## config.mk

```make
export PLATFORM = sky130hd
export DESIGN_NAME = fpa_unpack
export DESIGN_NICKNAME = d
export VERILOG_FILES = /design/src/rtl/fpa_pkg.sv /design/src/rtl/fpa_unpack.sv
export SDC_FILE = /design/constraint.sdc
export NUM_CORES = 1
export LEC_CHECK = 0
export ABC_AREA = 1
export BUFFER_PORTS_ARGS = -buffer_cell sky130_fd_sc_hd__buf_2
export CAP_MARGIN = 40
export CORE_ASPECT_RATIO = 0.7
export CORE_MARGIN = 2
export CORE_UTILIZATION = 48
export DETAILED_ROUTE_END_ITERATION = 8
export GPL_TIMING_DRIVEN = 1
export MAX_ROUTING_LAYER = met4
export PLACE_DENSITY = 0.91
export SLEW_MARGIN = 20
export SYNTH_ARGS = -nofsm -noshare
export SYNTH_HDL_FRONTEND = slang
export SYNTH_SLANG_ARGS = --single-unit
```

## constraint.sdc

```tcl
create_clock -name vclk -period 3.8
set_clock_uncertainty 0.05 [all_clocks]
set_input_delay 0.95 -clock vclk [all_inputs]
set_output_delay 0.95 -clock vclk [all_outputs]
set_load 0.02 [all_outputs]
```

## src/rtl/fpa_pkg.sv

```systemverilog
// Shared types, codes and helper functions of the binary32 arithmetic pipeline.
package fpa_pkg;

	typedef enum logic [1:0] {
		CMD_ADD = 2'd0,
		CMD_SUB = 2'd1,
		CMD_MUL = 2'd2,
		CMD_DIV = 2'd3
	} cmd_t;

	localparam logic [31:0] QNAN_DEFAULT = 32'hFFC0_0000;
	localparam logic [31:0] QUIET_BIT    = 32'h0040_0000;
	localparam int          DIV_STEPS    = 27;
	// unpack, align, add/multiply, leading-zero count, normalize, divide steps, round (2)
	localparam int          LATENCY      = 5 + DIV_STEPS + 2;

	// classified operand; mant has its leading one at bit 23 for finite nonzero values
	typedef struct packed {
		logic               nan;
		logic               inf;
		logic               zero;
		logic               sign;
		logic signed [10:0] exp;
		logic [23:0]        mant;
	} opnd_t;

	typedef struct packed {
		cmd_t               cmd;
		logic               last;
		logic               spec;
		logic [31:0]        spec_val;
		logic               sign;
		logic               sub;
		logic signed [10:0] ea;
		logic signed [10:0] eb;
		logic [23:0]        ma;
		logic [23:0]        mb;
	} front_t;

	typedef struct packed {
		cmd_t               cmd;
		logic               last;
		logic               spec;
		logic [31:0]        spec_val;
		logic               sign;
		logic               sub;
		logic signed [10:0] e;
		logic [23:0]        ma;
		logic [23:0]        mb;
		logic [47:0]        p;
		logic [55:0]        y;
	} align_t;

	typedef struct packed {
		cmd_t               cmd;
		logic               last;
		logic               spec;
		logic [31:0]        spec_val;
		logic               sign;
		logic               sub;
		logic signed [10:0] e;
		logic [56:0]        x;
		logic [5:0]         lz;
		logic [26:0]        m;
		logic [23:0]        ma;
		logic [23:0]        mb;
	} sum_t;

	// m has its leading one at bit 26, bit 0 sticky; r is the divider's partial remainder
	typedef struct packed {
		cmd_t               cmd;
		logic               last;
		logic               spec;
		logic [31:0]        spec_val;
		logic               sign;
		logic signed [10:0] e;
		logic [26:0]        m;
		logic [24:0]        r;
		logic [23:0]        mb;
	} chain_t;

	function automatic logic [5:0] lzc56(input logic [55:0] x);
		logic [5:0] n;
		n = '0;
		for (int i = 0; i < 56; i++) begin
			if (x[i]) begin
				n = 6'(55 - i);
			end
		end
		return n;
	endfunction

	function automatic logic [4:0] lzc24(input logic [23:0] x);
		logic [4:0] n;
		n = '0;
		for (int i = 0; i < 24; i++) begin
			if (x[i]) begin
				n = 5'(23 - i);
			end
		end
		return n;
	endfunction

endpackage

```

## src/rtl/fpa_unpack.sv

```systemverilog
// Operand classifier: special-value detection and subnormal normalization.
module fpa_unpack (
	input  logic [31:0]   operand,
	output fpa_pkg::opnd_t info
);

	logic [23:0] f24;
	logic [4:0]  lz;
	logic        exp_zero;

	assign f24      = {1'b0, operand[22:0]};
	assign lz       = fpa_pkg::lzc24(f24);
	assign exp_zero = (operand[30:23] == 8'd0);

	always_comb begin
		info.nan  = (operand[30:23] == 8'hFF) && (operand[22:0] != 23'd0);
		info.inf  = (operand[30:23] == 8'hFF) && (operand[22:0] == 23'd0);
		info.zero = (operand[30:0] == 31'd0);
		info.sign = operand[31];
		if (exp_zero) begin
			// subnormal: move the leading one up to bit 23
			info.mant = f24 << lz;
			info.exp  = 11'sd1 - $signed({6'd0, lz});
		end else begin
			info.mant = {1'b1, operand[22:0]};
			info.exp  = $signed({3'd0, operand[30:23]});
		end
	end

endmodule

```

==> impl_results.md, run 1 <==
* Syn_area_per_cell at 4.450 µm²
* Mapped cell area at 1896 µm²
* Row cnt at 19
* Pin count of the biggest net entering global routing at 28
* Gate Count Post-Synth at 426
* Io pins at 71
* Dpl hpwl at 6.213 mm
* Die X at 79.11 µm
* Syn_nets at 459
* Die H at 56.58 µm
* Worst endpoint type: primary output
* Failed at: 5_1_grt
* Log Error: [ERROR DPL-0038] Utilization greater than 100%, impossible to legalize
* # hold bufs at CTS at 0
* Placed cells at 571
* Register area share after synthesis at 0
* Crit. endpoint post-GRT repair: info[17]
* Initial Util at 0.4922
* Synth cell types at 26
* Warnings from Yosys at 0
* Port buffer count at 69
* Status: stopped before the end
* Routability Congestion at 1.082
-- cell families after synthesis --
| kind of cell | after synthesis | synth area share |
|---|---|---|
| buf+inv | 81 | 0.1855 |
| simple gates | 302 | 0.6878 |
| fa+ha+maj | 1 | 0.006600 |
| compound gates | 42 | 0.1201 |
-- metrics by stage --
| step | instance area, µm² | hold slack (ps) | TNS, ps | setup WS [ps] |
|---|---|---|---|---|
| CTS | 3072 | 1850 | -8598 | -376.3 |
| detailed placement | 2576 | 1850 | -10860 | -448.9 |
| global placement | 2576 | 1850 | -9180 | -397.9 |
| floorplan | 1936 | 1963 | 0 | 8.130 |
-- Yosys cell counts (all sizes together) --
cell type  instances  area [µm²]
nand2            177       701.9
inv               56       210.2
clkinv             2       7.510
o21ai             19       95.09
a21oi             15       78.83
nor3               1       5.000
a311oi             1       8.760
o31ai              1       7.510
clkbuf             6       22.52
buf               17       111.4
o22ai              6       37.54
nand3             91       455.4
and2               1       6.260
nor4               3       18.77
nor2              27       103.9
ha                 1       12.51
nand4              2       12.51
-- timing repair --
item                                    in CTS
cloned                                       2
gates resized for setup                     94
pin swaps                                   14
endpoints found under the setup margin      31
setup buffers                               14
==> run 2, diff against run 1 <==
Settings changed: CORE_ASPECT_RATIO 0.7 to not set, CORE_UTILIZATION 48 to 40, MAX_ROUTING_LAYER met4 to not set, PLACE_DENSITY 0.91 to not set, PLACE_DENSITY_LB_ADDON set to 0.15.
Clock period 3.8 ns to 4.9 ns, I/O delays scaled along.
==> run 2 against run 1 <==
The flow now finishes without violations. Synthesized area stayed put. Synthesized cell count stayed put.
==> impl_results.md, run 2 <==
* Final Max Tran Viols at 0
* Die X at 72.84 µm (-7.9%)
* Pin count of the biggest net entering global routing at 27
* Cell with the largest stage delay on the worst path: buf_2
* Max Clk Rate at 208.5 MHz
* Mapped cell area at 1896 µm² (unchanged)
* Hold/Removal Path Class: in2out
* Full die area at 5306 µm²
* Via Count at 3061
* Worst Hold Path Cells at 0
* Syn_nets at 459 (unchanged)
* Synth cell count leaders: nand2_1 (166), nand3_1 (91), inv_1 (53)
* Placement Cell Area at 2352 µm² (-8.7%)
* Warnings from Yosys at 0 (unchanged)
* CP Capture Type: primary output
* Sequential share of power at 0
* Final setup violation count at 0
* Gate power share at 1.000
* Crit start category: primary input
* Area delta synth->final at 57.16%
* Post-route DRC violation count at 0
* DR iter-0 viols at 286
* Kind of critical path: in2out
* Cell accounting for the most synthesized area: nand2_1
* Simple-gate share of the synthesized area at 0.6878 (unchanged)
* Status: finished, final reports clean
* ANT cells at 0
* P_sw at 0.0001800 W
* Routed wire length at 8.227 mm
* Slew @ Worst Pin at 723.6 ps
* GRT overflow at 0
* Commonest non-fill, non-tap cell in the layout: nand2_1
* Compound-cell area share of the yosys netlist at 0.1201 (unchanged)
* Critical Path AT at 3520 ps
* Syn_area_per_cell at 4.450 µm² (unchanged)
* Row cnt at 25 (+6)
* Die H at 72.84 µm (+29%)
* # hold bufs at CTS at 0 (unchanged)
* Synth Area in XOR/XNOR at 0 (unchanged)
* Global-route wire length before repair at 11.52 mm
* Port buffer count at 69 (unchanged)
* DP Worst Slack at 75.54 ps (+524.4 ps)
* Vias in the first global route at 2466
* Antenna viol nets, final at 0
* Largest family of logic cells by synthesized area: simple AND/OR/NAND/NOR gates
* Mux share of post-synthesis cell area at 0 (unchanged)
* Post-Synth Adder-Cell Area at 0.006601 (unchanged)
* Slew margin rel. at 0.5171
* Worst hold start: operand[31]
* Total Nets Final at 533
* WL/cell at 14.90 µm
* Top cell type's share of synthesized area at 0.3287 (unchanged)
* Switch share at 0.6194
* Layout cell share with drive strength beyond 1 at 0.3835
* Final min period at 4795 ps
* Initial Util at 0.4067 (-0.08549)
* Max-capacitance violation count at 0
* Count leader, synth: nand2_1
* Min-Delay Endpoint: info[35]
* Routability Congestion at 0.9478 (-12%)
* First-pass DRT Iterations at 5
* Crit path max fanout at 7
* Reg area at 0 µm²
* Register area share after synthesis at 0 (unchanged)
* Most frequent cells in the layout: nand2_1 (146), inv_1 (51), buf_2 (50)
* Seq Cell Count at 0
* WHS at 2400 ps
* Dpl hpwl at 5.880 mm (-5.4%)
* Fin. Hold Viols at 0
* Gate Count Post-Synth at 426 (unchanged)
* Required @ worst endpoint at 3620 ps
* Crit share post-route at 0.9786
* Power per cell area at 97.52 nW/µm²
* Core footprint at 4661 µm²
* Clkbuf count at 0
* Clock power frac at 0
* Top post-synthesis cells by area: nand2_1 (33%), nand3_1 (24%), inv_1 (10%)
* Initial antenna violation count at 0
* Vias per cell at 5.545
* Gr usage total at 0.2702
* CP max stage delay at 200 ps
* Synth cell types at 26 (unchanged)
* Io pins at 71 (unchanged)
* Most used cell, CP: nand2_1
* Worst ir drop on vdd at 64.38 µV
* RSZ-0062 raised after global routing: yes
* Final Cell Area at 2979 µm²
* Static Leakage at 1.666 nW
* Pint at 0.0001106 W
* Worst setup margin at 104.9 ps
run 2: cell counts after synthesis:
Identical to the previous run, type by type.
run 2: final cells by class:
cell class | instances | area, µm²
well taps | 54 | 67.56
repair buffers | 93 | 696.9
fillers | 499 | 1682
multi-input cells | 347 | 1992
inverters | 58 | 222.7
run 2: worst max path at each step:
stage                    start       end  slack (ps)
floorplan           operand[0]  info[33]         360
global placement    operand[1]  info[14]          90
detailed placement  operand[3]  info[33]          80
CTS                 operand[3]  info[33]          60
global route        operand[1]  info[19]        -120
finish              operand[1]   info[9]         100
run 2: metal layers:
layer	GRT usage	wire, µm
met2	0.4586	3808
met5	0	0
met1	0.3632	3472
met3	0.009669	604
met4	0.09877	342
run 2: power groups by stage:
| stage | Clock, W | Combinational (W) | Sequential (W) |
|---|---|---|---|
| floorplan | 0 | 0.000152 | 0 |
| global route | 0 | 0.000315 | 0 |
| global placement | 0 | 0.000220 | 0 |
| CTS | 0 | 0.000220 | 0 |
| detailed placement | 0 | 0.000219 | 0 |
| finish | 0 | 0.000291 | 0 |
run 2: worst max-delay path, delay by kind of cell:
family / cells / cell delay, ps
AND/OR/NAND/NOR: 24 / 1360
buffers and inverters: 5 / 590
AO/OA/AOI/OAI: 3 / 320
run 2: metrics by stage:
| step | util | TNS [ps] | total power (W) | std cells |
|---|---|---|---|---|
| after floorplan | - | 0 | 0.0001515 | 426 |
| after global placement | 0.5047 | 0 | 0.0002196 | 548 |
| after detailed placement | 0.5047 | 0 | 0.0002193 | 548 |
| after CTS | 0.5047 | 0 | 0.0002199 | 548 |
| after global routing | 0.6392 | -1404 | 0.0003148 | 552 |
| final | 0.6392 | 0 | 0.0002905 | 552 |
run 2: cells by family after synthesis:
kind of cell / Yosys count
simple gates: 302
buf+inv: 81
compound gates: 42
fa+ha+maj: 1
run 2: repair_timing:
item,in CTS,in global routing
setup buffers,0,0
setup endpoints to repair,0,27
resized for setup,0,136
Power figures use the tool's default switching activity.
==> run 3, diff against run 2 <==
Settings changed: ABC_AREA 1 to 0.
==> run 3 against run 2 <==
Combinational power shrank 7.2%. Die area shrank 0.88%. Utilization shrank 4.2 points. Via count shrank 11%. Routed wire length grew 4.1%. Critical path depth shrank 20. Fmax shrank 0.90%.
==> impl_results.md, run 3 <==
* Worst Hold Path Cells at 0 (unchanged)
* Hold/Removal Path Class: in2out
* Most frequent cells in the layout: buf_2 (66), buf_4 (51), nand2_1 (41)
* GRT overflow at 0 (unchanged)
* Routed wire length at 8.568 mm (+4.1%)
* Cell family with most CP delay: compound AO/OA/AOI/OAI gates
* Gate Count Post-Synth at 288 (-32%)
* Final min period at 4839 ps (+43.59 ps)
* Area delta synth->final at 41.37%
* Die H at 72.52 µm (-0.44%)
* Routability Congestion at 1.007 (+6.3%)
* Vias in the first global route at 2429 (-1.5%)
* Register area share after synthesis at 0 (unchanged)
* Row cnt at 24 (-4.0%)
* Initial antenna violation count at 0 (unchanged)
* ANT cells at 0 (unchanged)
* Gr usage total at 0.3157 (+0.04551)
* Worst setup margin at 61.28 ps (-43.59 ps)
* Crit share post-route at 0.9875 (+0.008896)
* Pin count of the biggest net entering global routing at 21 (-22%)
* Slew margin rel. at 0.7144 (+0.1973)
* Top post-synthesis cells by area: mux2i_1 (12%), nand2_1 (8.2%), nor2_1 (6.8%)
* Static Leakage at 1.223 nW (-27%)
* Antenna viol nets, final at 0 (unchanged)
* Status: finished, final reports clean
* CP max stage delay at 360 ps (+160 ps)
* # hold bufs at CTS at 0 (unchanged)
* Clkbuf count at 0 (unchanged)
* Required @ worst endpoint at 3620 ps (about the same)
* Kind of critical path: in2out
* Full die area at 5259 µm² (-0.88%)
* Syn_nets at 321 (-30%)
* WL/cell at 19.65 µm (+32%)
* Fin. Hold Viols at 0 (unchanged)
* Vias per cell at 6.243 (+13%)
* Count leader, synth: nand2_1
* Buffers plus inverters on the worst setup path at 4 (-1)
* Reg area at 0 µm² (unchanged)
* Seq Cell Count at 0 (unchanged)
* Total Nets Final at 419 (-21%)
* Cell with the largest stage delay on the worst path: mux2_1
* Post-route DRC violation count at 0 (unchanged)
* Layout Utilization at 0.5974 (-0.04178)
* Worst hold start: operand[31]
* Dpl hpwl at 6.933 mm (+18%)
* Mapped cell area at 1878 µm² (-0.92%)
* Warnings from Yosys at 0 (unchanged)
* Worst ir drop on vdd at 51.93 µV (-19%)
* # fillers at 424 (-15%)
* DP Worst Slack at -138.3 ps (-213.8 ps)
* Final setup violation count at 0 (unchanged)
* Core footprint at 4444 µm² (-4.6%)
* DR iter-0 viols at 286 (unchanged)
* Commonest non-fill, non-tap cell in the layout: buf_2
* Critical-path cell list: buf_2 -> buf_12 -> nand2b_4 -> a2111oi_4 -> o211ai_4 -> a21o_2 -> buf_12 -> mux2_1 -> a22oi_1 -> a22o_1 -> a31oi_1 -> buf_2
* Max-capacitance violation count at 0 (unchanged)
* Synth cell count leaders: nand2_1 (41), nor2_1 (34), mux2i_1 (22)
* Crit start category: primary input
* Synth cell types at 63 (+140%)
* Top cell type's share of synthesized area at 0.1173 (-0.2115)
* TNS Setup at 0 ps (unchanged)
* Global-route wire length before repair at 13.02 mm (+13%)
* Slew @ Worst Pin at 425.1 ps (-298.5 ps)
* Io pins at 71 (unchanged)
* Layout cell share with drive strength beyond 1 at 0.3932 (+0.009695)
* Cell accounting for the most synthesized area: mux2i_1
* Max Clk Rate at 206.7 MHz (-0.90%)
* Port buffer count at 69 (unchanged)
* Min-Delay Endpoint: info[35]
* Via Count at 2722 (-11%)
* Final Max Tran Viols at 0 (unchanged)
* Critical Path AT at 3560 ps (+40 ps)
* Crit path max fanout at 10 (+3)
* Initial Util at 0.4226 (+0.01587)
* Die X at 72.52 µm (-0.44%)
* First-pass DRT Iterations at 6 (+1)
* Syn_area_per_cell at 6.521 µm² (+47%)
* CP Capture Type: primary output
* Power per cell area at 101.6 nW/µm² (+4.2%)
run 3: metrics by stage:
step	total power, W	instance area (µm²)	hold slack [ps]	cells
floorplan	0.0001498	1878	2513	288
finish	0.0002697	2655	2400	436
detailed placement	0.0002484	2539	2400	433
global placement	0.0002511	2539	2400	433
CTS	0.0002525	2556	2400	434
global route	0.0002866	2655	2400	436
run 3: worst max path at each step:
stage / start / end / slack (ps) / cells past startpoint
after CTS: operand[0] / info[14] / -40 / 12
after global placement: operand[17] / info[19] / -200 / 9
after global routing: operand[0] / info[22] / -3 / 14
after floorplan: operand[17] / info[33] / 30 / 11
after detailed placement: operand[17] / info[20] / -140 / 10
final: operand[0] / info[21] / 60 / 12
run 3: area by class of cell:
class                           count  area, µm²  share of cell area
Tap cell                           52      65.06             0.02451
Inverter                            8      30.03             0.01131
Multi-Input combinational cell    255       1779              0.6701
Timing Repair Buffer              121      780.7              0.2941
run 3: cell families (layout without fill, tap and decap cells):
group	count (synthesis)	in the layout	share of synthesized area
adder cells (fa/ha/maj)	1	1	0.006661
XOR/XNOR	2	2	0.009329
buffers and inverters	33	129	0.09194
multiplexers	28	28	0.1685
AO/OA/AOI/OAI	105	105	0.4284
AND/OR/NAND/NOR	119	119	0.2951
run 3: timing repair:
| action | in CTS | in global routing |
|---|---|---|
| setup endpoints to repair | 14 | 25 |
| pin swaps | 1 | 6 |
| buffers inserted | 1 | 2 |
| cloned | 0 | 0 |
| resized for setup | 2 | 18 |
| hold endpoints to repair | 0 | 0 |
run 3: routing by layer:
layer | vias to the layer above | GRT usage | wire [µm]
li1 | 1306 | - | -
met1 | 1251 | 0.4517 | 3790
met2 | 148 | 0.5071 | 3829
met3 | 17 | 0.03889 | 764
met4 | 0 | 0.06379 | 184
met5 | - | 0 | 0
run 3: where the power goes:
| part | switching (W) | leakage (nW) | internal, W | total (W) |
|---|---|---|---|---|
| logic | 0.000158 | 1.22 | 0.000112 | 0.000270 |
| clock network | 0 | 0 | 0 | 0 |
| registers | 0 | 0 | 0 | 0 |
