## src/rtl/fpa_pkg.sv

```systemverilog
// Shared types, codes and helper functions of the binary32 arithmetic pipeline.
package fpa_pkg;

	typedef enum logic [1:0] {
		CMD_ADD = 2'd0,
		CMD_SUB = 2'd1,
		CMD_MUL = 2'd2,
		CMD_DIV = 2'd3
	} cmd_t;

	localparam logic [31:0] QNAN_DEFAULT = 32'hFFC0_0000;
	localparam logic [31:0] QUIET_BIT    = 32'h0040_0000;
	localparam int          DIV_STEPS    = 27;
	// unpack, align, add/multiply, leading-zero count, normalize, divide steps, round (2)
	localparam int          LATENCY      = 5 + DIV_STEPS + 2;

	// classified operand; mant has its leading one at bit 23 for finite nonzero values
	typedef struct packed {
		logic               nan;
		logic               inf;
		logic               zero;
		logic               sign;
		logic signed [10:0] exp;
		logic [23:0]        mant;
	} opnd_t;

	typedef struct packed {
		cmd_t               cmd;
		logic               last;
		logic               spec;
		logic [31:0]        spec_val;
		logic               sign;
		logic               sub;
		logic signed [10:0] ea;
		logic signed [10:0] eb;
		logic [23:0]        ma;
		logic [23:0]        mb;
	} front_t;

	typedef struct packed {
		cmd_t               cmd;
		logic               last;
		logic               spec;
		logic [31:0]        spec_val;
		logic               sign;
		logic               sub;
		logic signed [10:0] e;
		logic [23:0]        ma;
		logic [23:0]        mb;
		logic [47:0]        p;
		logic [55:0]        y;
	} align_t;

	typedef struct packed {
		cmd_t               cmd;
		logic               last;
		logic               spec;
		logic [31:0]        spec_val;
		logic               sign;
		logic               sub;
		logic signed [10:0] e;
		logic [56:0]        x;
		logic [5:0]         lz;
		logic [26:0]        m;
		logic [23:0]        ma;
		logic [23:0]        mb;
	} sum_t;

	// m has its leading one at bit 26, bit 0 sticky; r is the divider's partial remainder
	typedef struct packed {
		cmd_t               cmd;
		logic               last;
		logic               spec;
		logic [31:0]        spec_val;
		logic               sign;
		logic signed [10:0] e;
		logic [26:0]        m;
		logic [24:0]        r;
		logic [23:0]        mb;
	} chain_t;

	function automatic logic [5:0] lzc56(input logic [55:0] x);
		logic [5:0] n;
		n = '0;
		for (int i = 0; i < 56; i++) begin
			if (x[i]) begin
				n = 6'(55 - i);
			end
		end
		return n;
	endfunction

	function automatic logic [4:0] lzc24(input logic [23:0] x);
		logic [4:0] n;
		n = '0;
		for (int i = 0; i < 24; i++) begin
			if (x[i]) begin
				n = 5'(23 - i);
			end
		end
		return n;
	endfunction

endpackage

```

## src/rtl/fpa_round.sv

```systemverilog
// Two-stage denormalize, round-to-nearest-even and pack of the pipeline result.
module fpa_round (
	input  logic            clk,
	input  logic            adv,
	input  fpa_pkg::chain_t in,
	output logic [31:0]     result_value,
	output logic            result_last
);

	typedef struct packed {
		logic        last;
		logic        spec;
		logic [31:0] spec_val;
		logic        sign;
		logic        ovf;
		logic [7:0]  e;
		logic [26:0] m;
	} rnd_t;

	rnd_t               nx_s1;
	rnd_t               rnd_s1;
	logic [26:0]        m0;
	logic signed [10:0] sh;
	logic [23:0]        sig;
	logic               inc;
	logic [24:0]        sig_r;
	logic [30:0]        mag;

	// fold the remainder into the sticky bit, then shift subnormal results right
	always_comb begin
		m0 = in.m;
		if (in.cmd == fpa_pkg::CMD_DIV && in.r != 25'd0) begin
			m0[0] = 1'b1;
		end
		sh             = 11'sd1 - in.e;
		nx_s1.last     = in.last;
		nx_s1.spec     = in.spec;
		nx_s1.spec_val = in.spec_val;
		nx_s1.sign     = in.sign;
		nx_s1.ovf      = (in.e >= 11'sd255);
		if (in.e <= 11'sd0) begin
			nx_s1.e = 8'd1;
			if (sh >= 11'sd32) begin
				nx_s1.m = {26'd0, |m0};
			end else begin
				nx_s1.m = (m0 >> sh[4:0])
					| {26'd0, |(m0 & ~(27'h7FF_FFFF << sh[4:0]))};
			end
		end else begin
			nx_s1.e = in.e[7:0];
			nx_s1.m = m0;
		end
	end

	always_ff @(posedge clk) begin
		if (adv) begin
			rnd_s1 <= nx_s1;
		end
	end

	// a carry out of the significand rolls into the exponent field on its own
	always_comb begin
		sig   = rnd_s1.m[26:3];
		inc   = (rnd_s1.m[2:0] > 3'd4) || (rnd_s1.m[2:0] == 3'd4 && sig[0]);
		sig_r = {1'b0, sig} + {24'd0, inc};
		mag   = {rnd_s1.e - 8'd1, 23'd0} + {6'd0, sig_r};
	end

	always_ff @(posedge clk) begin
		if (adv) begin
			result_last <= rnd_s1.last;
			if (rnd_s1.spec) begin
				result_value <= rnd_s1.spec_val;
			end else if (rnd_s1.ovf) begin
				result_value <= {rnd_s1.sign, 8'hFF, 23'd0};
			end else begin
				result_value <= {rnd_s1.sign, mag};
			end
		end
	end

endmodule

```

## config.mk

```make
export PLATFORM = sky130hd
export DESIGN_NAME = fpa_round
export DESIGN_NICKNAME = d
export VERILOG_FILES = /design/src/rtl/fpa_pkg.sv /design/src/rtl/fpa_round.sv
export SDC_FILE = /design/constraint.sdc
export NUM_CORES = 1
export LEC_CHECK = 0
export ABC_AREA = 1
export BUFFER_PORTS_ARGS = -buffer_cell sky130_fd_sc_hd__buf_2
export CORE_MARGIN = 2
export CORE_UTILIZATION = 50
export CTS_CLUSTER_DIAMETER = 120
export DETAILED_ROUTE_END_ITERATION = 12
export PLACE_DENSITY = 0.74
export SLEW_MARGIN = 20
export SYNTH_ARGS = -nofsm -noshare
export SYNTH_HDL_FRONTEND = slang
export SYNTH_SLANG_ARGS = --single-unit
```

## constraint.sdc

```tcl
create_clock -name clk -period 4 [get_ports clk]
set_clock_uncertainty 0.15 [all_clocks]
set_input_delay 0.6 -clock clk [delete_from_list [all_inputs] [get_ports clk]]
set_output_delay 0.6 -clock clk [all_outputs]
set_load 0.005 [all_outputs]
```

# After elaboration in Yosys (flattened, before gate mapping)
# Index checks and enable logic that the tools add are counted.
[word_totals] regBits=104 wordCells=35
[op_classes] addsub=4 order_cmp=4 eq_ne=2 n_shift=2 muxes=5 bitwise=3 reduce_logical=6
[op_table] operator="27-bit 2-to-1 mux" count=2
[op_table] operator="27-bit OR reduction" count=2
[op_table] operator="32-bit 2-to-1 mux" count=1
[op_table] operator="31-bit by 25-bit adder with 31-bit output" count=1
[op_table] operator="31-bit 2-to-1 mux" count=1
[op_table] operator="27-bit AND" count=1
[op_table] operator="27-bit inverter" count=1
[op_table] operator="27-bit by 1-bit bitwise OR with 27-bit output" count=1
[op_table] operator="27-bit by 5-bit << shifter with 27-bit output, first input constant" count=1
[op_table] operator="27-bit by 5-bit right shift with 27-bit output" count=1
[op_table] operator="24-bit by 1-bit adder with 25-bit output" count=1
[op_table] operator="25-bit nonzero test" count=1
[op_table] operator="11-bit by 7-bit >= comparator with 1-bit output, second input constant" count=1
[op_table] operator="11-bit by 9-bit >= comparator with 1-bit output, second input constant" count=1
[op_table] operator="11-bit by 1-bit <= comparator with 1-bit output, second input constant" count=1
[op_table] operator="2-bit by 11-bit subtractor with 11-bit output, first input constant" count=1
[op_table] operator="8-bit by 1-bit subtractor with 8-bit output, second input constant" count=1
[op_table] operator="3-bit == test, second input constant" count=1
[op_table] operator="3-bit > comparator, second input constant" count=1
[op_table] operator="2-bit == test, second input constant" count=1
[op_table] operator="1-bit logical AND" count=2
[op_table] operator="1-bit logical OR" count=1
[op_table] operator="1-bit 2-to-1 mux" count=1

# Logic depth before layout (Yosys ltp)
# Gate-level depths: netlist of the first run.
[depth] depth_word=8 ltp_mapped=19 ltp_nobuf=17

# Worst setup path after synthesis of the first run
# OpenSTA, ideal clock, no wires.
[synth_timing] path_kind="input to register" start="in in[77] in the netlist's numbering" end="reg rnd_s1[0] in the netlist's numbering (data pin)" arrival_ns=2.585 required_ns=3.595 path_slack_ns=1.010 cell_stages=19 path_cell_list="inv_2 > buf_4 > clkbuf_1 > ha_1 > inv_1 > ha_1 > inv_1 > nor2_1 > nand2_1 > nand2_1 > nand2_1 > inv_1 > nand2_1 > nor2_1 > nand3_1 > nand2_1 > nand3_1 > nor2_1 > nor2_1"
[synth_rtl] item="from (decl)" line="fpa_round.sv:5" rtl="input fpa_pkg::chain_t in,"
[synth_rtl] item="to (signal assigned)" line="fpa_round.sv:57" rtl="rnd_s1 <= nx_s1;"
[synth_rtl] item="to (decl)" line="fpa_round.sv:21" rtl="rnd_t rnd_s1;"

==> results of run 1 <==
## metrics by stage
stage | power, µW | area, µm² | hold WS (ns) | std cells
2_1_floorplan | 1730 | 6830 | 0.250 | 891
3_3_place_gp | 1970 | 7660 | 0.253 | 1183
3_5_place_dp | 1980 | 7660 | 0.257 | 1183
4_1_cts | 2810 | 7950 | 0.273 | 1198
5_1_grt | 2940 | 7950 | 0.271 | 1198
6_report | 2800 | 7950 | 0.274 | 1198
## where the power goes
part           total (µW)  internal, µW  switching (µW)
registers            1360          1310            49.4
clock network         839           482             357
logic                 599           207             391
## synth_stat cells (4+ instances only)
cell | instances | area share [%]
nor2_1 | 91 | 5.0
edfxtp_1 | 104 | 46
or2_2 | 4 | 0.37
inv_2 | 4 | 0.22
o22ai_1 | 12 | 1.1
nand3_1 | 72 | 5.3
nor3_1 | 14 | 1.0
nand2_1 | 249 | 14
o21ai_0 | 93 | 6.8
inv_1 | 92 | 5.1
a32o_1 | 4 | 0.59
clkbuf_1 | 13 | 0.71
o211ai_1 | 8 | 0.88
nand2_2 | 5 | 0.46
nor4_1 | 9 | 0.82
mux2i_1 | 5 | 0.73
o21ai_1 | 10 | 0.73
nand4_1 | 15 | 1.4
xor2_1 | 8 | 1.0
buf_2 | 12 | 0.88
ha_1 | 8 | 1.5
nand3b_1 | 4 | 0.44
a21oi_1 | 19 | 1.4
## cell families (layout without fill, tap and decap cells)
logic type / Yosys count / after routing
xor gates and xnor gates: 10 / 10
DFF: 104 / 104
muxes: 5 / 5
adders and majority gates: 8 / 8
AOI/OAI and AO/OA: 161 / 161
buffers and inverters: 128 / 259
and+or+nand+nor: 475 / 475
## cell type report
type                            instances  share of cell area, %
Multi-Input combinational cell        659                   40.0
Sequential cell                       104                   39.3
Timing Repair Buffer                  148                   9.79
Inverter                               96                   4.53
Clock buffer                           10                   2.88
Tap cell                              176                   2.77
Clock inverter                          5                  0.708
## worst max-delay path by stage
stage          cells past startpoint  startpoint         to  slack [ns]
6_report                          10      in[77]  rnd_s1[4]        1.04
5_1_grt                           16      in[77]  rnd_s1[0]        0.85
3_5_place_dp                      10      in[77]  rnd_s1[0]        0.73
3_3_place_gp                      10      in[77]  rnd_s1[0]        0.74
4_1_cts                           10      in[77]  rnd_s1[0]        1.09
2_1_floorplan                     19      in[77]  rnd_s1[0]        1.01
## layer usage
layer	track usage (%)	part of all wire, %	vias to the layer above
met3	3.48	7.1	49
met4	13.7	4.7	0
li1	-	-	3283
met2	41.8	44	307
met1	36.5	44	2948
met5	0	0	-
## worst reg2reg max path: stages, from the launching register on
cell and delay [ns]:
edfxtp_1 0.36, nand2_1 0.18, inv_1 0.14, ha_1 0.23, nand2_1 0.07, inv_1 0.09, nand2_1 0.10, nor3_2 0.30
nand2_1 0.16, inv_1 0.13, nand2_1 0.06, nor3_1 0.15, and2_1 0.15, o21ai_1 0.07
## state kept, by name, summed over array words and instances, names as in the netlist
register      cells
rnd_s1           71
result_value     32
result_last       1
==> impl_metrics.env, run 1 <==
export IMPL_cpLargestDelayFamily="buffers and inverters"
export IMPL_dieHeight_um=121
export IMPL_insertion_delay_ns=0.33
export IMPL_synth_enable_flop_cells=104
export IMPL_track_usage_pct=26.7
export IMPL_multi_input_area_mm2=0.00318
export IMPL_power_density_mw_per_mm2=352
export IMPL_timing_fmax_mhz=338
export IMPL_critPathBufInv=4
export IMPL_path_clk_slew_ns=0.07
export IMPL_detail_route_antenna_nets=0
export IMPL_io_pins=159
export IMPL_ys_seq_area_share_pct=45.7
export IMPL_synthDistinctLibCells=44
export IMPL_r2r_start="rnd_s1[2]"
export IMPL_drt_pass1_iterations=5
export IMPL_grt_overflow=0
export IMPL_ys_ff_latch=104
export IMPL_synth_cell_area_mm2=0.00683
export IMPL_fp_row_count=42
export IMPL_routed_wl_um=19200
export IMPL_register_area_mm2=0.00312
export IMPL_dp_slack_ns=0.733
export IMPL_synth_compound_area_share_pct=13.2
export IMPL_cts_buffers=9
export IMPL_syn_to_final_growth_pct=16.4
export IMPL_core_area_mm2=0.0133
export IMPL_syn_avg_cell_area_um2=7.66
export IMPL_critical_path_class="in2reg"
export IMPL_clock_sinks=104
export IMPL_maxCapViolations=0
export IMPL_critical_path_required_ns=3.91
export IMPL_rr_worst_depth=13
export IMPL_hpwlAfterDp_um=14700
export IMPL_fp_dieW_um=121
export IMPL_synthFlopType="edfxtp_1"
export IMPL_min_period_ns=2.96
export IMPL_wl_per_cell_um=16.0
export IMPL_slew_headroom_pct=33.9
export IMPL_cts_resized=0
export IMPL_holdCritPathClass="reg2reg"
export IMPL_gp_congestion=0.936
export IMPL_start_kind="primary input"
export IMPL_cts_root_buf="clkbuf_16"
export IMPL_finalMaxSlewViolations=0
export IMPL_via_count=6587
export IMPL_synth_top_family_by_area="simple AND/OR/NAND/NOR gates"
export IMPL_r2r_slack_ns=1.42
export IMPL_peakVddDrop_v=0.000192
export IMPL_yosys_area_share_simple_pct=29.9
export IMPL_antenna_cells=0
export IMPL_setup_ws_ns=1.04
export IMPL_tns_ns=0
export IMPL_async_flop_share_pct=0
export IMPL_start_util_pct=51.4
export IMPL_reg2reg_to="result_value[20]"
export IMPL_worstMarginPinSlew_ns=0.992
export IMPL_antenna_found_initial=0
export IMPL_rsz0062_at_grt="false"
export IMPL_min_to="result_last"
export IMPL_cts_max_path_buffers=2
export IMPL_critical_path_slowest_cell="nor2_1"
export IMPL_synthXorXnorAreaFrac_pct=1.28
export IMPL_grt_pass1_wl_um=30400
export IMPL_drt_initial_drc_count=496
export IMPL_hold_viol=0
export IMPL_synthesis_nets=1025
export IMPL_synthMuxAreaShare_pct=0.733
export IMPL_syn_inst=891
export IMPL_synthAdderAreaFrac_pct=1.47
export IMPL_cts_tree="built"
export IMPL_cpPeakStageDelay_ns=0.44
export IMPL_drc=0
export IMPL_final_common_cell="nand2_1"
export IMPL_status="complete, no violations"
export IMPL_leakage_uw=0.00357
export IMPL_hp_start="rnd_s1[70]"
export IMPL_portBuffers=134
export IMPL_drive_above_1_share_pct=18.1
export IMPL_yosys_warnings=0
export IMPL_setup_worst_path_end_class="flop"
export IMPL_worst_path_max_fanout=23
export IMPL_nFillCells=1235
export IMPL_grt_max_degree=74
export IMPL_whs_path_depth=0
export IMPL_holdBufCountCts=0
export IMPL_cp_data_arrival_time_ns=2.87
export IMPL_final_util_pct=59.8
export IMPL_finalCritPeriodShare_pct=74.0
export IMPL_post_cts_buffers=0
export IMPL_layout_common_cells="249 x nand2_1, 133 x buf_2, 104 x edfxtp_1"
export IMPL_setup_violations=0
export IMPL_dieArea_mm2=0.0146
export IMPL_path_cells="buf_2, inv_2, ha_1, buf_4, nor2_1, nand2_1, inv_1, a21oi_1, nand4_1, o21ai_0"
export IMPL_final_nets=1152
export IMPL_h_tree_depth=3
export IMPL_first_global_vias=6083
export IMPL_viasPerCell=5.50
No activity file was read; power rests on OpenSTA's default activity.
==> run 2: changes to the inputs <==
--- a/config.mk
+++ b/config.mk
@@ -5,13 +5,13 @@
 export SDC_FILE = /design/constraint.sdc
 export NUM_CORES = 1
 export LEC_CHECK = 0
-export ABC_AREA = 1
+export ABC_AREA = 0
 export BUFFER_PORTS_ARGS = -buffer_cell sky130_fd_sc_hd__buf_2
 export CORE_MARGIN = 2
 export CORE_UTILIZATION = 50
 export CTS_CLUSTER_DIAMETER = 120
 export DETAILED_ROUTE_END_ITERATION = 12
-export PLACE_DENSITY = 0.74
+export PLACE_DENSITY = 0.75
 export SLEW_MARGIN = 20
 export SYNTH_ARGS = -nofsm -noshare
 export SYNTH_HDL_FRONTEND = slang
==> constraint.sdc (replaced) <==
create_clock -name clk -period 2.85 [get_ports clk]
set_clock_uncertainty 0.15 [all_clocks]
set_input_delay 0.4275 -clock clk [delete_from_list [all_inputs] [get_ports clk]]
set_output_delay 0.4275 -clock clk [all_outputs]
set_load 0.005 [all_outputs]
==> impl_metrics.env, run 2 <==
export IMPL_status="complete, no violations"
export IMPL_synth_area_leaders="edfxtp_1 49%, nand2_1 5.7%, o21ai_0 4.3%, mux4_2 4.3%, mux2i_1 3.9%"
export IMPL_synth_enable_flop_cells=104
export IMPL_critical_path_required_ns=2.78
export IMPL_critical_path_class="in2reg"
export IMPL_worstMarginPinSlew_ns=0.539
export IMPL_cpPeakStageDelay_ns=0.44
export IMPL_track_usage_pct=25.0
export IMPL_cts_tree="built"
export IMPL_dieArea_mm2=0.0136
export IMPL_synthDistinctLibCells=61
export IMPL_reg_top3="rnd_s1: 71 flops, result_value: 32 flops, result_last: 1 flops"
export IMPL_path_cells="buf_2, or3_4, or3_4, or3b_4, xor2_1, a21oi_2, buf_4, or2_2, o21ai_0"
export IMPL_io_pins=159
export IMPL_top_register="rnd_s1"
export IMPL_synth_top_area_cell="edfxtp_1"
export IMPL_use_met3_pct=3.32
export IMPL_synth_top_family_by_area="simple AND/OR/NAND/NOR gates"
export IMPL_grt_max_degree=50
export IMPL_slew_headroom_pct=64.1
export IMPL_path_clk_slew_ns=0.07
export IMPL_critical_path_slowest_cell="or3b_4"
export IMPL_synthesis_nets=740
export IMPL_register_area_mm2=0.00312
export IMPL_grt_overflow=0
export IMPL_syn_avg_cell_area_um2=10.5
export IMPL_cts_max_path_buffers=2
export IMPL_leakage_uw=0.00304
export IMPL_antenna_found_initial=0
export IMPL_critPathBufInv=2
export IMPL_portBuffers=134
export IMPL_cp_data_arrival_time_ns=2.68
export IMPL_cts_root_buf="clkbuf_16"
export IMPL_start_kind="primary input"
export IMPL_maxCapViolations=0
export IMPL_peakVddDrop_v=0.000305
export IMPL_syn_inst=606
export IMPL_synth_most_common_cell="edfxtp_1"
export IMPL_drive_above_1_share_pct=29.5
export IMPL_path_depth=9
export IMPL_start_util_pct=50.7
export IMPL_nFillCells=1055
export IMPL_routed_wl_um=16700
export IMPL_multi_input_area_mm2=0.00306
export IMPL_timing_fmax_mhz=363
export IMPL_setup_ws_ns=0.0982
export IMPL_worst_path_max_fanout=10
export IMPL_gr_usage_met1_pct=34.3
export IMPL_fp_row_count=41
export IMPL_hold_viol=0
export IMPL_antenna_cells=0
export IMPL_setup_violations=0
export IMPL_power_switching_uw=1060
export IMPL_yosys_top_cells_count="104 x edfxtp_1, 96 x nand2_1, 55 x o21ai_0"
export IMPL_dp_slack_ns=-0.261
export IMPL_viasPerCell=5.71
export IMPL_via_count=5377
export IMPL_post_cts_buffers=0
export IMPL_wl_per_cell_um=17.8
export IMPL_power_density_mw_per_mm2=498
export IMPL_finalMaxSlewViolations=0
export IMPL_gp_congestion=0.885
export IMPL_drt_pass1_iterations=5
export IMPL_grt_pass1_wl_um=26400
export IMPL_synthFlopType="edfxtp_1"
export IMPL_finalCritPeriodShare_pct=96.6
export IMPL_crit_top_cell="or3_4"
export IMPL_rr_worst_depth=7
export IMPL_synthXorXnorAreaFrac_pct=5.38
export IMPL_final_util_pct=62.0
export IMPL_fp_dieW_um=117
export IMPL_p_clk_share_pct=28.6
export IMPL_core_area_mm2=0.0125
export IMPL_p_comb_share_pct=21.6
export IMPL_swShare_pct=27.4
export IMPL_yosysTopAreaCellShare_pct=49.2
export IMPL_dieHeight_um=117
export IMPL_ys_ff_latch=104
export IMPL_hpwlAfterDp_um=12800
export IMPL_layout_common_cells="133 x buf_2, 104 x edfxtp_1, 96 x nand2_1"
export IMPL_min_period_ns=2.75
export IMPL_yosys_area_share_simple_pct=17.9
export IMPL_synthAdderAreaFrac_pct=1.58
export IMPL_yosys_warnings=0
export IMPL_cpLargestDelayFamily="simple AND/OR/NAND/NOR gates"
export IMPL_synthMuxAreaShare_pct=9.62
export IMPL_seqPwrFrac_pct=49.7
export IMPL_h_tree_depth=3
export IMPL_synth_cell_area_mm2=0.00635
export IMPL_largest_reg_flops=71
export IMPL_final_nets=899
export IMPL_insertion_delay_ns=0.34
export IMPL_syn_to_final_growth_pct=22.2
export IMPL_holdCritPathClass="in2reg"
export IMPL_setup_worst_path_end_class="flop"
export IMPL_power_internal_uw=2800
export IMPL_first_global_vias=5266
export IMPL_top_usage_layer="met2"
export IMPL_met2_usage_pct=40.7
export IMPL_final_common_cell="buf_2"
export IMPL_detail_route_antenna_nets=0
export IMPL_ys_seq_area_share_pct=49.2
export IMPL_clock_sinks=104
export IMPL_cts_buffers=9
export IMPL_whs_path_depth=1
export IMPL_synth_compound_area_share_pct=13.5
export IMPL_drt_initial_drc_count=457
export IMPL_drc=0
export IMPL_async_flop_share_pct=0
run 2: power groups by stage:
stage                     Clock [µW]  Combinational, µW  Sequential, µW
after floorplan                    0                466            1940
after global placement             0                815            1950
after detailed placement           0                821            1950
after CTS                       1130                826            1920
after global routing            1190                916            1940
final                           1110                835            1920
run 2: logic make-up after synthesis:
family | Yosys count
and+or+nand+nor | 231
AOI/OAI and AO/OA | 132
DFF | 104
adders and majority gates | 8
muxes | 45
xor gates and xnor gates | 39
buffers and inverters | 47
run 2: final cells by class:
type | count | share of cell area (%)
clock buffer | 11 | 3.00
clock inverter | 5 | 0.419
inverter | 15 | 0.791
multi-input combinational | 455 | 39.4
sequential | 104 | 40.3
tap | 172 | 2.78
timing repair buffer | 180 | 13.3
run 2: worst reg2reg max path: stages, from the launching register on:
cell and delay [ns]:
edfxtp_1 0.39, and3_1 0.25, or4b_1 0.52, nor3_1 0.30, a21oi_1 0.21, nor4_1 0.32
xor2_1 0.19, a21oi_1 0.09
run 2: final timing paths:
path                                 start                to  slack [ns]
worst max-delay path                in[77]         rnd_s1[5]         0.1
worst max register to register   rnd_s1[3]  result_value[27]        0.17
worst min-delay path               in[113]        rnd_s1[62]        0.10
worst min register to register  rnd_s1[70]       result_last        0.28
run 2: per-layer routing:
layer	part of all wire, %	up-vias
li1	-	2593
met1	45	2538
met2	47	219
met3	5.6	27
met4	2.4	0
met5	0	-
run 2: metrics by stage:
step / hold WS [ns] / TNS [ns] / instance area [µm²] / cells / power [µW]
final: 0.102 / 0 / 7750 / 942 / 3860
after floorplan: 0.250 / -0.0187 / 6380 / 606 / 2400
after CTS: 0.0920 / 0 / 7740 / 942 / 3880
after global placement: 0.256 / -3.73 / 7470 / 926 / 2760
after global routing: 0.0912 / -0.00331 / 7750 / 942 / 4040
after detailed placement: 0.271 / -5.35 / 7470 / 926 / 2770
run 2: what timing repair did:
action,in CTS,in global routing
setup endpoints to repair,0,8
hold buffers,0,0
resized for setup,0,3
==> run 3: changes to the inputs <==
--- a/config.mk
+++ b/config.mk
@@ -12,7 +12,8 @@
 export CTS_CLUSTER_DIAMETER = 120
 export DETAILED_ROUTE_END_ITERATION = 12
 export PLACE_DENSITY = 0.75
-export SLEW_MARGIN = 20
+export SKIP_LAST_GASP = 1
+export SLEW_MARGIN = 10
 export SYNTH_ARGS = -nofsm -noshare
 export SYNTH_HDL_FRONTEND = slang
 export SYNTH_SLANG_ARGS = --single-unit
==> constraint.sdc (replaced) <==
create_clock -name clk -period 3.2 [get_ports clk]
set_clock_uncertainty 0.15 [all_clocks]
set_input_delay 0.48 -clock clk [delete_from_list [all_inputs] [get_ports clk]]
set_output_delay 0.48 -clock clk [all_outputs]
set_load 0.005 [all_outputs]
==> impl_metrics.env, run 3 (synthesized netlist as in run 2, its figures left out) <==
export IMPL_rsz0062_at_grt="false"
export IMPL_reg_top3="rnd_s1: 71 flops, result_value: 32 flops, result_last: 1 flops"
export IMPL_peakVddDrop_v=0.000250
export IMPL_grt_pass1_wl_um=25600
export IMPL_insertion_delay_ns=0.34
export IMPL_crit_top_cell="or3_4"
export IMPL_routed_wl_um=16200
export IMPL_via_count=5326
export IMPL_place_area_mm2=0.00732
export IMPL_gp_congestion=0.901
export IMPL_syn_to_final_growth_pct=19.5
export IMPL_grt_overflow=0
export IMPL_setup_violations=0
export IMPL_clock_sinks=104
export IMPL_critical_path_class="in2reg"
export IMPL_finalMaxSlewViolations=0
export IMPL_setup_ws_ns=0.331
export IMPL_finalCritPeriodShare_pct=89.7
export IMPL_final_nets=878
export IMPL_post_cts_buffers=0
export IMPL_fp_dieW_um=117
export IMPL_layout_common_cells="133 x buf_2, 104 x edfxtp_1, 96 x nand2_1"
export IMPL_worstMarginPinSlew_ns=0.782
export IMPL_critical_path_slowest_cell="or3b_4"
export IMPL_core_area_mm2=0.0125
export IMPL_status="complete, no violations"
export IMPL_final_common_cell="buf_2"
export IMPL_cp_data_arrival_time_ns=2.86
export IMPL_cts_resized=0
export IMPL_stdcell_area_mm2=0.00759
export IMPL_io_pins=159
export IMPL_instances_no_fill=920
export IMPL_nFillCells=1064
export IMPL_dp_slack_ns=-0.00615
export IMPL_h_tree_depth=3
export IMPL_cts_buffers=9
export IMPL_largest_reg_flops=71
export IMPL_antenna_cells=0
export IMPL_cpPeakStageDelay_ns=0.42
export IMPL_leakage_uw=0.00294
export IMPL_path_cells="buf_2, or3_4, or3_4, or3b_4, xor2_1, a21oi_2, buf_4, or2_2, o21ai_0"
export IMPL_slew_headroom_pct=47.8
export IMPL_drc=0
export IMPL_detail_route_antenna_nets=0
export IMPL_start_kind="primary input"
export IMPL_holdBufCountCts=0
export IMPL_grt_max_degree=54
export IMPL_start_util_pct=50.7
export IMPL_drive_above_1_share_pct=27.3
export IMPL_timing_fmax_mhz=349
export IMPL_hold_viol=0
export IMPL_maxCapViolations=0
export IMPL_track_usage_pct=24.3
export IMPL_holdCritPathClass="in2reg"
export IMPL_cts_root_buf="clkbuf_16"
export IMPL_dieHeight_um=117
export IMPL_drt_initial_drc_count=481
export IMPL_drt_pass1_iterations=5
export IMPL_fp_row_count=41
export IMPL_antenna_found_initial=0
export IMPL_cts_max_path_buffers=2
export IMPL_power_density_mw_per_mm2=447
export IMPL_min_period_ns=2.87
export IMPL_setup_worst_path_end_class="flop"
export IMPL_placedCellCount=905
export IMPL_viasPerCell=5.79
export IMPL_worst_path_max_fanout=10
export IMPL_path_clk_slew_ns=0.07
export IMPL_dieArea_mm2=0.0136
export IMPL_wl_per_cell_um=17.6
export IMPL_hpwlAfterDp_um=12300
export IMPL_cts_tree="built"
export IMPL_top_register="rnd_s1"
export IMPL_critical_path_required_ns=3.19
export IMPL_portBuffers=134
export IMPL_finalPower_uw=3390
export IMPL_first_global_vias=5094
-- run 3: metrics by stage --
stage	hold slack, ns	utilization [%]	setup TNS [ns]
after floorplan	0.250	-	0
after global placement	0.254	58.5	0
after detailed placement	0.261	58.5	-0.00615
after CTS	0.141	60.6	0
after global routing	0.140	60.6	0
final	0.154	60.6	0
-- run 3: worst max-delay path: cells and delay by family --
kind | cells | cell delay, ns
AO/OA/AOI/OAI | 2 | 0.37
XOR/XNOR | 1 | 0.18
buffers and inverters | 2 | 0.30
AND/OR/NAND/NOR | 4 | 1.53
-- run 3: area by class of cell --
cell class / instances / area [µm²] / area share (%)
Clock buffer: 10 / 229 / 3.02
Clock inverter: 5 / 35.0 / 0.462
Sequential cell: 104 / 3120 / 41.2
Tap cell: 172 / 215 / 2.84
Timing Repair Buffer: 159 / 886 / 11.7
Inverter: 15 / 57.6 / 0.758
Multi-Input combinational cell: 455 / 3040 / 40.1
-- run 3: per-layer routing --
| metal | global-route usage (%) | vias to the layer above | wire length, µm |
|---|---|---|---|
| met5 | 0 | - | 0 |
| met2 | 40.2 | 231 | 7860 |
| li1 | - | 2553 | - |
| met4 | 7.92 | 0 | 221 |
| met1 | 32.9 | 2519 | 7030 |
| met3 | 3.94 | 23 | 1090 |
-- run 3: final timing paths --
| path | from | end | slack, ns | depth (start not counted) |
|---|---|---|---|---|
| worst max-delay path | in[79] | rnd_s1[8] | 0.33 | 9 |
| worst min-delay path | in[90] | rnd_s1[39] | 0.15 | 1 |
| worst max register to register | rnd_s1[2] | result_value[30] | 0.40 | 9 |
| worst min register to register | rnd_s1[70] | result_last | 0.27 | 0 |
-- run 3: where the power goes --
group	switching [µW]	internal [µW]
Clock	452	521
Sequential	66.2	1640
Combinational	404	306
Total	922	2470
